<file path="src/rtl/core/b64d_pkg.sv">
`timescale 1ns / 1ps

package b64d_pkg;

   // Depth of the group queue between the front and the back.
   localparam int unsigned QUEUE_DEPTH = 4;

   localparam logic [7:0] PAD_CHAR = 8'h3D;

   // One complete group, or one length error, passed from front to back.
   typedef struct packed {
      logic [23:0] triple;
      logic [1:0]  count;
      logic        fin;
      logic        lerr;
      logic        bad;
   } b64d_cmd_type;

   typedef struct packed {
      logic       bad;
      logic [5:0] sextet;
   } b64d_sextet_type;

   // Map one character to its sextet; pad gives zero, anything else outside
   // the alphabet gives zero and raises bad.
   function automatic b64d_sextet_type decode_char(input logic [7:0] c);
      b64d_sextet_type r;
      r.bad    = 1'b0;
      r.sextet = '0;
      if (c >= 8'h41 && c <= 8'h5A) begin
         r.sextet = 6'(c - 8'h41);
      end else if (c >= 8'h61 && c <= 8'h7A) begin
         r.sextet = 6'(c - 8'h61 + 8'd26);
      end else if (c >= 8'h30 && c <= 8'h39) begin
         r.sextet = 6'(c - 8'h30 + 8'd52);
      end else if (c == 8'h2B) begin
         r.sextet = 6'd62;
      end else if (c == 8'h2F) begin
         r.sextet = 6'd63;
      end else if (c != PAD_CHAR) begin
         r.bad = 1'b1;
      end
      return r;
   endfunction

endpackage

</file>
<file path="src/rtl/core/base64_stream_decoder.sv">
`timescale 1ns / 1ps

// Channel   Ports                                          Handshake
// request   req_in_char, req_final_char                    req_push / req_full
// result    rsp_out_byte, rsp_group_last, rsp_message_end, rsp_empty / rsp_pop
//           rsp_length_error, rsp_bad_char
//
// One request is taken every cycle while req_full is low; the front decodes it
// in the cycle it arrives. A complete group (or a length error) enters the group
// queue and the back drains it at one result per cycle while rsp_pop takes them;
// each byte of a group leaves in turn through the output register.
// Reset is synchronous and empties the queue and the output register.
// req_full rises only when the group queue is full; results held by rsp_pop stall
// the back, and the queue absorbs groups until it fills.

module base64_stream_decoder #(
   parameter int unsigned QUEUE_DEPTH = b64d_pkg::QUEUE_DEPTH
) (
   input  logic       clock,
   input  logic       reset,
   input  logic       req_push,
   output logic       req_full,
   input  logic [7:0] req_in_char,
   input  logic       req_final_char,
   output logic       rsp_empty,
   input  logic       rsp_pop,
   output logic [7:0] rsp_out_byte,
   output logic       rsp_group_last,
   output logic       rsp_message_end,
   output logic       rsp_length_error,
   output logic       rsp_bad_char
);

   b64d_pkg::b64d_cmd_type cmd_data;
   b64d_pkg::b64d_cmd_type head;
   logic                   cmd_push;
   logic                   q_full;
   logic                   q_empty;
   logic                   q_pop;

   // hold requests off only while the group queue has no room
   assign req_full = q_full;

   b64d_front u_front (
      .clock          (clock),
      .reset          (reset),
      .req_push       (req_push),
      .req_full       (q_full),
      .req_in_char    (req_in_char),
      .req_final_char (req_final_char),
      .cmd_push       (cmd_push),
      .cmd_data       (cmd_data)
   );

   b64d_queue #(
      .DEPTH (QUEUE_DEPTH)
   ) u_queue (
      .clock     (clock),
      .reset     (reset),
      .push      (cmd_push),
      .push_data (cmd_data),
      .full      (q_full),
      .pop       (q_pop),
      .head      (head),
      .empty     (q_empty)
   );

   // advance through the bytes of each queued group, one per cycle while results are taken
   b64d_back u_back (
      .clock            (clock),
      .reset            (reset),
      .head             (head),
      .q_empty          (q_empty),
      .q_pop            (q_pop),
      .rsp_out_byte     (rsp_out_byte),
      .rsp_group_last   (rsp_group_last),
      .rsp_message_end  (rsp_message_end),
      .rsp_length_error (rsp_length_error),
      .rsp_bad_char     (rsp_bad_char),
      .rsp_empty        (rsp_empty),
      .rsp_pop          (rsp_pop)
   );

endmodule

</file>
<file path="src/rtl/core/b64d_front.sv">
`timescale 1ns / 1ps

module b64d_front (
   input  logic                   clock,
   input  logic                   reset,
   input  logic                   req_push,
   input  logic                   req_full,
   input  logic [7:0]             req_in_char,
   input  logic                   req_final_char,
   output logic                   cmd_push,
   output b64d_pkg::b64d_cmd_type cmd_data
);

   logic [1:0]  pos_ff, pos_in;
   logic [17:0] acc_ff, acc_in;
   logic        third_pad_ff, third_pad_in;
   logic        bad_ff, bad_in;

   logic                      accept;
   logic                      is_pad;
   logic                      bad_now;
   logic                      fin_pad;
   logic                      fin_third;
   b64d_pkg::b64d_sextet_type dec;

   assign accept    = req_push & ~req_full;
   assign dec       = b64d_pkg::decode_char(req_in_char);
   assign is_pad    = (req_in_char == b64d_pkg::PAD_CHAR);
   assign bad_now   = bad_ff | dec.bad;
   assign fin_pad   = req_final_char & is_pad;
   assign fin_third = req_final_char & third_pad_ff;

   always_comb begin
      pos_in       = pos_ff;
      acc_in       = acc_ff;
      third_pad_in = third_pad_ff;
      bad_in       = bad_ff;
      cmd_push     = 1'b0;
      cmd_data     = '0;
      if (accept) begin
         if (pos_ff != 2'd3) begin
            if (req_final_char) begin
               // short message: one error result, drop the partial group
               cmd_push      = 1'b1;
               cmd_data.count = 2'd1;
               cmd_data.fin  = 1'b1;
               cmd_data.lerr = 1'b1;
               cmd_data.bad  = bad_now;
               pos_in        = '0;
               acc_in        = '0;
               third_pad_in  = 1'b0;
               bad_in        = 1'b0;
            end else begin
               acc_in = {acc_ff[11:0], dec.sextet};
               if (pos_ff == 2'd2) begin
                  third_pad_in = is_pad;
               end
               pos_in = pos_ff + 2'd1;
               bad_in = bad_now;
            end
         end else begin
            cmd_push        = 1'b1;
            cmd_data.triple = {acc_ff, dec.sextet};
            cmd_data.count  = 2'd3 - {1'b0, fin_pad} - {1'b0, fin_third};
            cmd_data.fin    = req_final_char;
            cmd_data.lerr   = 1'b0;
            cmd_data.bad    = bad_now;
            pos_in          = '0;
            acc_in          = '0;
            third_pad_in    = 1'b0;
            bad_in          = 1'b0;
         end
      end
   end

   always_ff @(posedge clock) begin
      if (reset) begin
         pos_ff       <= '0;
         acc_ff       <= '0;
         third_pad_ff <= 1'b0;
         bad_ff       <= 1'b0;
      end else begin
         pos_ff       <= pos_in;
         acc_ff       <= acc_in;
         third_pad_ff <= third_pad_in;
         bad_ff       <= bad_in;
      end
   end

endmodule

</file>
<file path="src/rtl/core/b64d_queue.sv">
`timescale 1ns / 1ps

module b64d_queue #(
   parameter int unsigned DEPTH = b64d_pkg::QUEUE_DEPTH
) (
   input  logic                   clock,
   input  logic                   reset,
   input  logic                   push,
   input  b64d_pkg::b64d_cmd_type push_data,
   output logic                   full,
   input  logic                   pop,
   output b64d_pkg::b64d_cmd_type head,
   output logic                   empty
);

   localparam int unsigned PTR_W = (DEPTH > 1) ? $clog2(DEPTH) : 1;
   localparam int unsigned CNT_W = $clog2(DEPTH + 1);

   b64d_pkg::b64d_cmd_type mem_ff [DEPTH];

   logic [PTR_W-1:0] wr_ptr_ff, wr_ptr_in;
   logic [PTR_W-1:0] rd_ptr_ff, rd_ptr_in;
   logic [CNT_W-1:0] fill_ff, fill_in;
   logic             do_push;
   logic             do_pop;

   assign full    = (fill_ff == CNT_W'(DEPTH));
   assign empty   = (fill_ff == '0);
   assign do_push = push & ~full;
   assign do_pop  = pop & ~empty;
   assign head    = mem_ff[rd_ptr_ff];

   always_comb begin
      wr_ptr_in = wr_ptr_ff;
      rd_ptr_in = rd_ptr_ff;
      fill_in   = fill_ff;
      if (do_push) begin
         wr_ptr_in = (wr_ptr_ff == PTR_W'(DEPTH - 1)) ? '0 : wr_ptr_ff + PTR_W'(1);
      end
      if (do_pop) begin
         rd_ptr_in = (rd_ptr_ff == PTR_W'(DEPTH - 1)) ? '0 : rd_ptr_ff + PTR_W'(1);
      end
      if (do_push && !do_pop) begin
         fill_in = fill_ff + CNT_W'(1);
      end else if (do_pop && !do_push) begin
         fill_in = fill_ff - CNT_W'(1);
      end
   end

   always_ff @(posedge clock) begin
      if (do_push) begin
         mem_ff[wr_ptr_ff] <= push_data;
      end
   end

   always_ff @(posedge clock) begin
      if (reset) begin
         wr_ptr_ff <= '0;
         rd_ptr_ff <= '0;
         fill_ff   <= '0;
      end else begin
         wr_ptr_ff <= wr_ptr_in;
         rd_ptr_ff <= rd_ptr_in;
         fill_ff   <= fill_in;
      end
   end

endmodule

</file>
<file path="src/rtl/core/b64d_back.sv">
`timescale 1ns / 1ps

module b64d_back (
   input  logic                   clock,
   input  logic                   reset,
   input  b64d_pkg::b64d_cmd_type head,
   input  logic                   q_empty,
   output logic                   q_pop,
   output logic [7:0]             rsp_out_byte,
   output logic                   rsp_group_last,
   output logic                   rsp_message_end,
   output logic                   rsp_length_error,
   output logic                   rsp_bad_char,
   output logic                   rsp_empty,
   input  logic                   rsp_pop
);

   logic [1:0] idx_ff, idx_in;
   logic       valid_ff, valid_in;
   logic [7:0] byte_ff;
   logic       last_ff, end_ff, lerr_ff, bad_ff;

   logic       load;
   logic       last;
   logic [7:0] sel_byte;

   // load the output register whenever a group waits and the register is free or being taken
   assign load = ~q_empty & (~valid_ff | rsp_pop);
   assign last = (idx_ff == head.count - 2'd1);

   always_comb begin
      unique case (idx_ff)
         2'd0:    sel_byte = head.triple[23:16];
         2'd1:    sel_byte = head.triple[15:8];
         default: sel_byte = head.triple[7:0];
      endcase
   end

   always_comb begin
      q_pop    = load & last;
      idx_in   = idx_ff;
      valid_in = valid_ff & ~rsp_pop;
      if (load) begin
         idx_in   = last ? 2'd0 : idx_ff + 2'd1;
         valid_in = 1'b1;
      end
   end

   always_ff @(posedge clock) begin
      if (reset) begin
         idx_ff   <= '0;
         valid_ff <= 1'b0;
      end else begin
         idx_ff   <= idx_in;
         valid_ff <= valid_in;
      end
   end

   always_ff @(posedge clock) begin
      if (load) begin
         byte_ff <= sel_byte;
         last_ff <= last;
         end_ff  <= last & head.fin;
         lerr_ff <= head.lerr;
         bad_ff  <= head.bad;
      end
   end

   assign rsp_out_byte     = byte_ff;
   assign rsp_group_last   = last_ff;
   assign rsp_message_end  = end_ff;
   assign rsp_length_error = lerr_ff;
   assign rsp_bad_char     = bad_ff;
   assign rsp_empty        = ~valid_ff;

endmodule

</file>
<file path="config.mk">
export PLATFORM = sky130hd
export DESIGN_NAME = base64_stream_decoder
export DESIGN_NICKNAME = d
export VERILOG_FILES = /design/src/rtl/core/b64d_pkg.sv /design/src/rtl/core/base64_stream_decoder.sv /design/src/rtl/core/b64d_front.sv /design/src/rtl/core/b64d_queue.sv /design/src/rtl/core/b64d_back.sv
export SDC_FILE = /design/constraint.sdc
export NUM_CORES = 1
export LEC_CHECK = 0
export ABC_AREA = 1
export BUFFER_PORTS_ARGS = -buffer_cell sky130_fd_sc_hd__buf_2
export CAP_MARGIN = 10
export CORE_MARGIN = 5
export CORE_UTILIZATION = 44
export CTS_BUF_LIST = sky130_fd_sc_hd__clkbuf_4
export DETAILED_ROUTE_END_ITERATION = 16
export GPL_TIMING_DRIVEN = 0
export PLACE_DENSITY = 0.63
export RECOVER_POWER = 100
export SLEW_MARGIN = 20
export SYNTH_ARGS = -nofsm -noshare
export SYNTH_HDL_FRONTEND = slang
export SYNTH_SLANG_ARGS = --single-unit
</file>
<file path="constraint.sdc">
create_clock -name clock -period 3.7 [get_ports clock]
set_input_delay 0.555 -clock clock [delete_from_list [all_inputs] [get_ports clock]]
set_output_delay 0.555 -clock clock [all_outputs]
set_load 0.1 [all_outputs]
</file>
**Yosys cells after proc, flatten, opt, wreduce, memory -nomap -nowiden**

Memory sizes are Yosys's and may differ from the RTL's. A register that Yosys moved wholly into a read port is not among the register bits.
Index checks and enable logic that the tools add are counted.

- Flip-flop bits (word level): 44
- Latch bits: 0
- Memory bits (writable): 116
- ROM bits: 0
- Input bits: 13
- Output and inout bits: 14
- Memories kept: 1

- Add/subtract/negate cells: 14
- Multiply operators: 0
- Div/mod/pow operators: 0
- $lt $le $gt $ge: 6
- Equal/unequal tests: 12
- Shift operators: 0
- Mux-type cells: 38
- Bitwise operators: 15
- Reduce and logical (&&, ||, !) cells: 11

Memory list:

| name | depth | bits a word | rd ports | clocked after memory_dff | wr ports | RTL line | RTL |
|---|---|---|---|---|---|---|---|
| u_queue.mem_ff | 4 | 29 | 1 | 1 | 1 | b64d_queue.sv:19 | `b64d_pkg::b64d_cmd_type mem_ff [DEPTH];` |

Operator list:

| kind | count |
|---|---|
| 18-bit 2-to-1 mux | 2 |
| 6-bit 2-to-1 mux | 5 |
| 29-bit 2-to-1 mux | 1 |
| 8-bit by 6-bit equality test with 1-bit output, second input constant | 3 |
| 24-bit 2-to-1 mux | 1 |
| 1-bit 2-to-1 mux | 17 |
| 8-bit by 7-bit >= comparator with 1-bit output, second input constant | 2 |
| 8-bit by 7-bit <= comparator with 1-bit output, second input constant | 2 |
| 8-bit case mux with 2 select lines | 1 |
| 2-bit 2-to-1 mux | 7 |
| 6-bit subtractor, second input constant | 2 |
| 1-bit bitwise AND | 9 |
| 2-bit by 1-bit adder with 2-bit output, second input constant | 4 |
| 8-bit by 6-bit >= comparator with 1-bit output, second input constant | 1 |
| 8-bit by 6-bit <= comparator with 1-bit output, second input constant | 1 |
| 8-bit by 6-bit != test with 1-bit output, second input constant | 1 |
| 6-bit by 5-bit adder with 6-bit output, second input constant | 1 |
| 6-bit adder, second input constant | 1 |
| 2-bit equality test, second input constant | 3 |
| 3-bit 2-to-1 mux | 2 |
| 6-bit by 1-bit subtractor with 6-bit output, second input constant | 1 |
| 1-bit logical AND | 5 |
| 5-bit 2-to-1 mux | 1 |
| 4-bit 2-to-1 mux | 1 |
| other kinds (17) | 22 |

**Depth between registers and ports, before layout**

- Depth in word-level cells: 11
- Gate-level depth with buffers: 17
- Gate-level depth less buffers: 17

**Modules after synthesis**

From an unflattened synthesis, not the netlist that was laid out.

- Cell total of the unflattened synthesis: 730
- Area total of the unflattened synthesis: 7668.6 µm²

Modules (own cells, without submodules):

| module | times used | cells an instance | area each (µm²) |
|---|---|---|---|
| b64d_queue | 1 | 352 | 5114.9 |
| b64d_front | 1 | 302 | 1815.5 |
| b64d_back | 1 | 76 | 738.2 |

**Least setup slack after synthesis**

OpenSTA, ideal clock, no wires.

- Kind: register to register
- Start point: reg u_back.valid_ff
- End point: reg u_queue.fill_ff[1]
- Setup time: 0.120 ns
- Data arrival time: 2.786 ns
- Required time: 3.580 ns
- Path slack: 0.794 ns
- Cell stages (with the launch flop): 10
- Path buffers: 0
- Cells stage by stage: dfxtp_1 -> inv_1 -> nor2_1 -> nor2_1 -> nand2_4 -> ha_1 -> inv_1 -> fa_1 -> o21ai_0 -> a21oi_1

- Longest elaborated chain between the ends: 8
- Elaborated cells between the ends (all ways): 10

RTL lines:

| item | RTL line | RTL |
|---|---|---|
| start, declared | b64d_back.sv:19 | `logic valid_ff, valid_in;` |
| start signal, assigned | b64d_back.sv:55 | `valid_ff <= valid_in;` |
| 1-bit inverter | -- |  |
| named net rsp_empty | base64_stream_decoder.sv:25 | `output logic rsp_empty,` |
| 1-bit bitwise OR | b64d_back.sv:28 | `assign load = ~q_empty & (~valid_ff \| rsp_pop);` |
| 1-bit bitwise AND | b64d_back.sv:28 |  |
| named net u_back.load | b64d_back.sv:23 | `logic load;` |
| 1-bit bitwise AND | b64d_back.sv:40 | `q_pop = load & last;` |
| 1-bit bitwise AND | b64d_queue.sv:30 | `assign do_pop = pop & ~empty;` |
| 1-bit zero test | b64d_queue.sv:43 | `if (do_push && !do_pop) begin` |
| 1-bit logical AND | b64d_queue.sv:43 |  |
| 3-bit 2-to-1 mux | b64d_queue.sv:43 |  |
| named net u_queue.fill_in[1] | b64d_queue.sv:23 | `logic [CNT_W-1:0] fill_ff, fill_in;` |
| end signal, assigned | b64d_queue.sv:64 | `fill_ff <= fill_in;` |
| end, declared | b64d_queue.sv:23 |  |

The timed path passes the listed nets, and every way through them passes these cells.
A chain may end at the register's enable or synchronous reset.

==> impl_table.tex <==
\begin{tabular}{lr}
\hline
Metric & Value \\
\hline
\multicolumn{2}{l}{\textbf{CTS}} \\
\quad Clock Pin Slew Worst Setup and Hold Paths & 120 ps \\
\quad Clock root buffer & clkbuf\_4 \\
\quad Number of resized instances in the post-cts repair step & 0 \\
\quad CTS Buf Count & 17 \\
\quad Setup Buffers After CTS & 0 \\
\quad CTS tree & built \\
\quad Clk\_lat worst skew & 560 ps \\
\quad Hold Buf Count CTS & 0 \\
\quad Clock Tree Buf Depth & 2 \\
\quad Clock sink count & 162 \\
\quad H-tree levels & 4 \\
\multicolumn{2}{l}{\textbf{Detailed routing}} \\
\quad Detail-routed net length per standard cell & about 17 um \\
\quad Vias/cell & between 5 and 6 \\
\quad Initial detailed-routing violation count & 340 \\
\quad Remaining design rule violation count & 0 \\
\quad Count of antenna-violating nets left after detailed routing & 0 \\
\quad Total vias in the final route & approximately 5.2k \\
\quad Drt first pass iters & 5 \\
\quad Total routed wirelength & 16.5 mm \\
\multicolumn{2}{l}{\textbf{Outcome}} \\
\quad Outcome & completed \\
\multicolumn{2}{l}{\textbf{Timing}} \\
\quad Slew Limit Headroom & between 20\% and 30\% \\
\quad Setup repair after global routing missed its margin & false \\
\quad Worst setup skew after layout & 13.6 ps \\
\quad Final setup violating endpoints & 0 \\
\quad Transition time of the tightest slew-check pin & about 1200 ps \\
\quad Tcrit/Tclk final & 79.6\% \\
\quad Worst hold slack & around 260 ps \\
\quad Min Clock Period, post-route & between 2000 and 3000 ps \\
\quad Number of slew-limit violations in the final report & 0 \\
\quad Final count of hold timing violations & 0 \\
\quad Max Clock Freq & $\sim$340 MHz \\
\multicolumn{2}{l}{\textbf{Critical path}} \\
\quad Arrival time at the worst endpoint & between 3000 and 4000 ps \\
\quad Reg2Reg Setup Slack & about 750 ps \\
\quad Required @ worst endpoint & 4150 ps \\
\quad Critical Path Fanout Max & 10 \\
\quad Kind of end point of the critical path & flip-flop \\
\quad R2R depth & 14 \\
\quad Buf+Inv Stages, Crit Path & 3 \\
\quad Sort of element at the start of the critical path & flip-flop \\
\quad Critical path, cell by cell & clkbuf\_1 -> o21ai\_1 -> o21ai\_0 -> o21ai\_0 -> nand2\_4 -> clkinv\_4 -> nand2\_4 -> ha\_1 -> inv\_1 -> fa\_1 -> a21oi\_1 -> o21ai\_0 -> o21ai\_0 -> a21oi\_1 \\
\quad Highest cell delay on the worst timing path & between 400 and 500 ps \\
\quad Worst reg2reg path endpoint & u\_queue.fill\_ff[2] \\
\quad Crit Path Category & reg2reg \\
\quad Number of gates on the worst path with buffers counted & 14 \\
\quad CP max stage cell & dfxtp\_1 \\
\quad Cell repeated most along the worst path & o21ai\_0 \\
\quad Top Family by Delay on Critical Path & compound AO/OA/AOI/OAI gates \\
\quad Destination of the critical timing path & u\_queue.fill\_ff[2] \\
\multicolumn{2}{l}{\textbf{Synthesis}} \\
\quad Synthesized cell area & between 7000 and 8000 um2 \\
\quad Warnings from Yosys & 0 \\
\quad Avg Synthesized Cell Area & between 10 and 15 um2 \\
\quad Count of cell types in the netlist & 32 \\
\quad Cell count after synthesis & 703 \\
\quad Sequential fraction of the synthesis area & 62.9\% \\
\quad Seq cells post-synth & 162 \\
\quad Number of nets produced by synthesis & about 740 \\
\multicolumn{2}{l}{\textbf{Pwr}} \\
\quad Max VDD drop & approximately 460 uV \\
\quad Power per Cell Area & about 600 nW/um2 \\
\quad Leakage power & 2.81 nW \\
\quad Total Power & between 4 and 5 mW \\
\multicolumn{2}{l}{\textbf{Placement}} \\
\quad DP Cell Count & $\sim$950 \\
\quad Count of buffers inserted at the top-level ports & 24 \\
\quad Hpwl dp & between 10 and 15 mm \\
\quad GPL Wtd Cong & 0.974 \\
\quad Placed cell area & 7730 um2 \\
\multicolumn{2}{l}{\textbf{Layout}} \\
\quad Register area & between 4000 and 5000 um2 \\
\quad Cell area after layout & 7820 um2 \\
\quad P\&R area growth vs syn & 8.66\% \\
\quad Area of the multi-input gates & roughly 2300 um2 \\
\quad Share of post-route cells with drive strength above 1 & under 10\% \\
\quad Non-filler cells, final & 981 \\
\quad Number of filler cells placed in the layout & about 1.5k \\
\quad Final \#Nets & 785 \\
\quad Finished Core Util & between 40\% and 50\% \\
\multicolumn{2}{l}{\textbf{Global route}} \\
\quad Combined global-route utilization of all metal layers & between 15 and 20\% \\
\quad Pin count of the biggest net entering global routing & 23 \\
\quad Total congestion overflow & 0 \\
\quad Vias in the first global route & 4905 \\
\quad Antenna violations before repair & 1 \\
\quad Global-route wire length before repair & about 26 mm \\
\multicolumn{2}{l}{\textbf{Floorplan}} \\
\quad Initial core utilization & a little under half \\
\quad I/O pin count & 27 \\
\quad Standard cell core area & about 16000 um2 \\
\quad Number of cell rows & 46 \\
\quad Die outline height & 138 um \\
\quad Chip Width & 138 um \\
\quad Die area & about 19000 um2 \\
\multicolumn{2}{l}{\textbf{Worst hold path}} \\
\quad Min-Delay Path Class & in2reg \\
\quad Number of cells on the worst hold path & 4 \\
\multicolumn{2}{l}{\textbf{Job}} \\
\quad Max Cap Viol & 0 \\
\hline
\end{tabular}
==> registers in the layout, summed over array words and instances, names as in the netlist, 2 cells and up, named ones only <==
signal,flops
u_back.rsp_out_byte,8
u_queue.mem_ff,116
u_queue.rd_ptr_ff,2
u_queue.wr_ptr_ff,2
u_queue.fill_ff,3
u_front.acc_ff,18
u_back.idx_ff,2
u_front.pos_ff,2
==> cell type report <==
class	count	area share [%]
antenna	1	0.0320
clock inverter	13	1.22
clock buffer	19	1.82
sequential	162	57.9
tap	216	3.46
multi-input combinational	463	29.5
timing repair buffer	29	2.18
buffer	34	1.81
inverter	44	2.18
==> power by group <==
| part | internal [mW] | total [mW] | switching (mW) |
|---|---|---|---|
| sequential | 2.16 | 2.22 | 0.0583 |
| clock | 0.332 | 0.919 | 0.587 |
| combinational | 0.287 | 1.52 | 1.24 |
| total | 2.78 | 4.66 | 1.88 |
==> logic make-up after synthesis <==
group | Yosys count | share of synthesized area, %
buf+inv | 78 | 4.52
xor+xnor | 8 | 0.974
simple gates | 296 | 17.3
fa+ha+maj | 21 | 3.76
flops | 162 | 62.9
compound gates | 138 | 10.6
==> Yosys cell counts (all sizes together) <==
master / number / share of area, %
o21ai: 73 / 5.2
xor2: 6 / 0.73
a21oi: 35 / 2.7
o22ai: 26 / 2.3
buf: 13 / 1.1
clkbuf: 21 / 1.1
xnor2: 2 / 0.24
clkinv: 1 / 0.12
nor3: 5 / 0.42
inv: 43 / 2.2
nand2: 145 / 8.2
a2bb2oi: 1 / 0.12
nand3: 39 / 2.9
o211ai: 2 / 0.21
ha: 20 / 3.5
edfxtp: 128 / 53
fa: 1 / 0.28
dfxtp: 34 / 9.5
nor2: 107 / 5.8
a211oi: 1 / 0.10
==> worst reg2reg max path: cells and delay by family, from the launching register on <==
family          cells  cell delay, ps
compound gates      7            1050
fa+ha+maj           2             520
buf+inv             3             590
flops               1             470
simple gates        2             220
==> how the worst min path moves through the flow <==
stage	startpoint	endpoint	slack, ps
floorplan	u_front.third_pad_ff	u_front.third_pad_ff	440
finish	rsp_pop	u_back.valid_ff	260
global placement	u_front.acc_ff[13]	u_front.acc_ff[13]	450
global route	rsp_pop	u_back.valid_ff	250
detailed placement	u_front.third_pad_ff	u_front.third_pad_ff	460
CTS	rsp_pop	u_back.valid_ff	210
==> layout by cell type (no fill, tap or decap) <==
master / count
a211oi_1: 1
a21oi_1: 35
a2bb2oi_1: 1
buf_1: 1
buf_16: 2
buf_2: 14
buf_6: 1
bufinv_16: 1
clkbuf_1: 43
clkbuf_2: 2
clkbuf_4: 19
clkinv_1: 4
clkinv_2: 4
clkinv_4: 1
clkinvlp_4: 4
dfxtp_1: 34
diode_2: 1
edfxtp_1: 128
fa_1: 1
ha_1: 20
inv_1: 37
inv_2: 6
nand2_1: 139
nand2_2: 4
nand2_4: 2
nand3_1: 38
nand3_2: 1
nor2_1: 100
nor2_2: 4
nor2_4: 3
nor3_1: 5
o211ai_1: 2
o21ai_0: 68
o21ai_1: 5
o22ai_1: 26
xnor2_1: 2
xor2_1: 6
==> routing by layer <==
metal	up-vias	GRT usage (%)	share of wire, %
li1	2511	-	-
met1	2461	25.6	45
met3	28	2.98	6.1
met5	-	0	0
met4	0	6.92	2.2
met2	168	29.0	47
==> through the flow <==
step	setup slack [ps]	TNS, ps
floorplan	794	0
global placement	-392	-39390
detailed placement	1030	0
CTS	1160	0
global route	527	0
finish	755	0
Note: power is estimated with default switching activity, not from simulation.
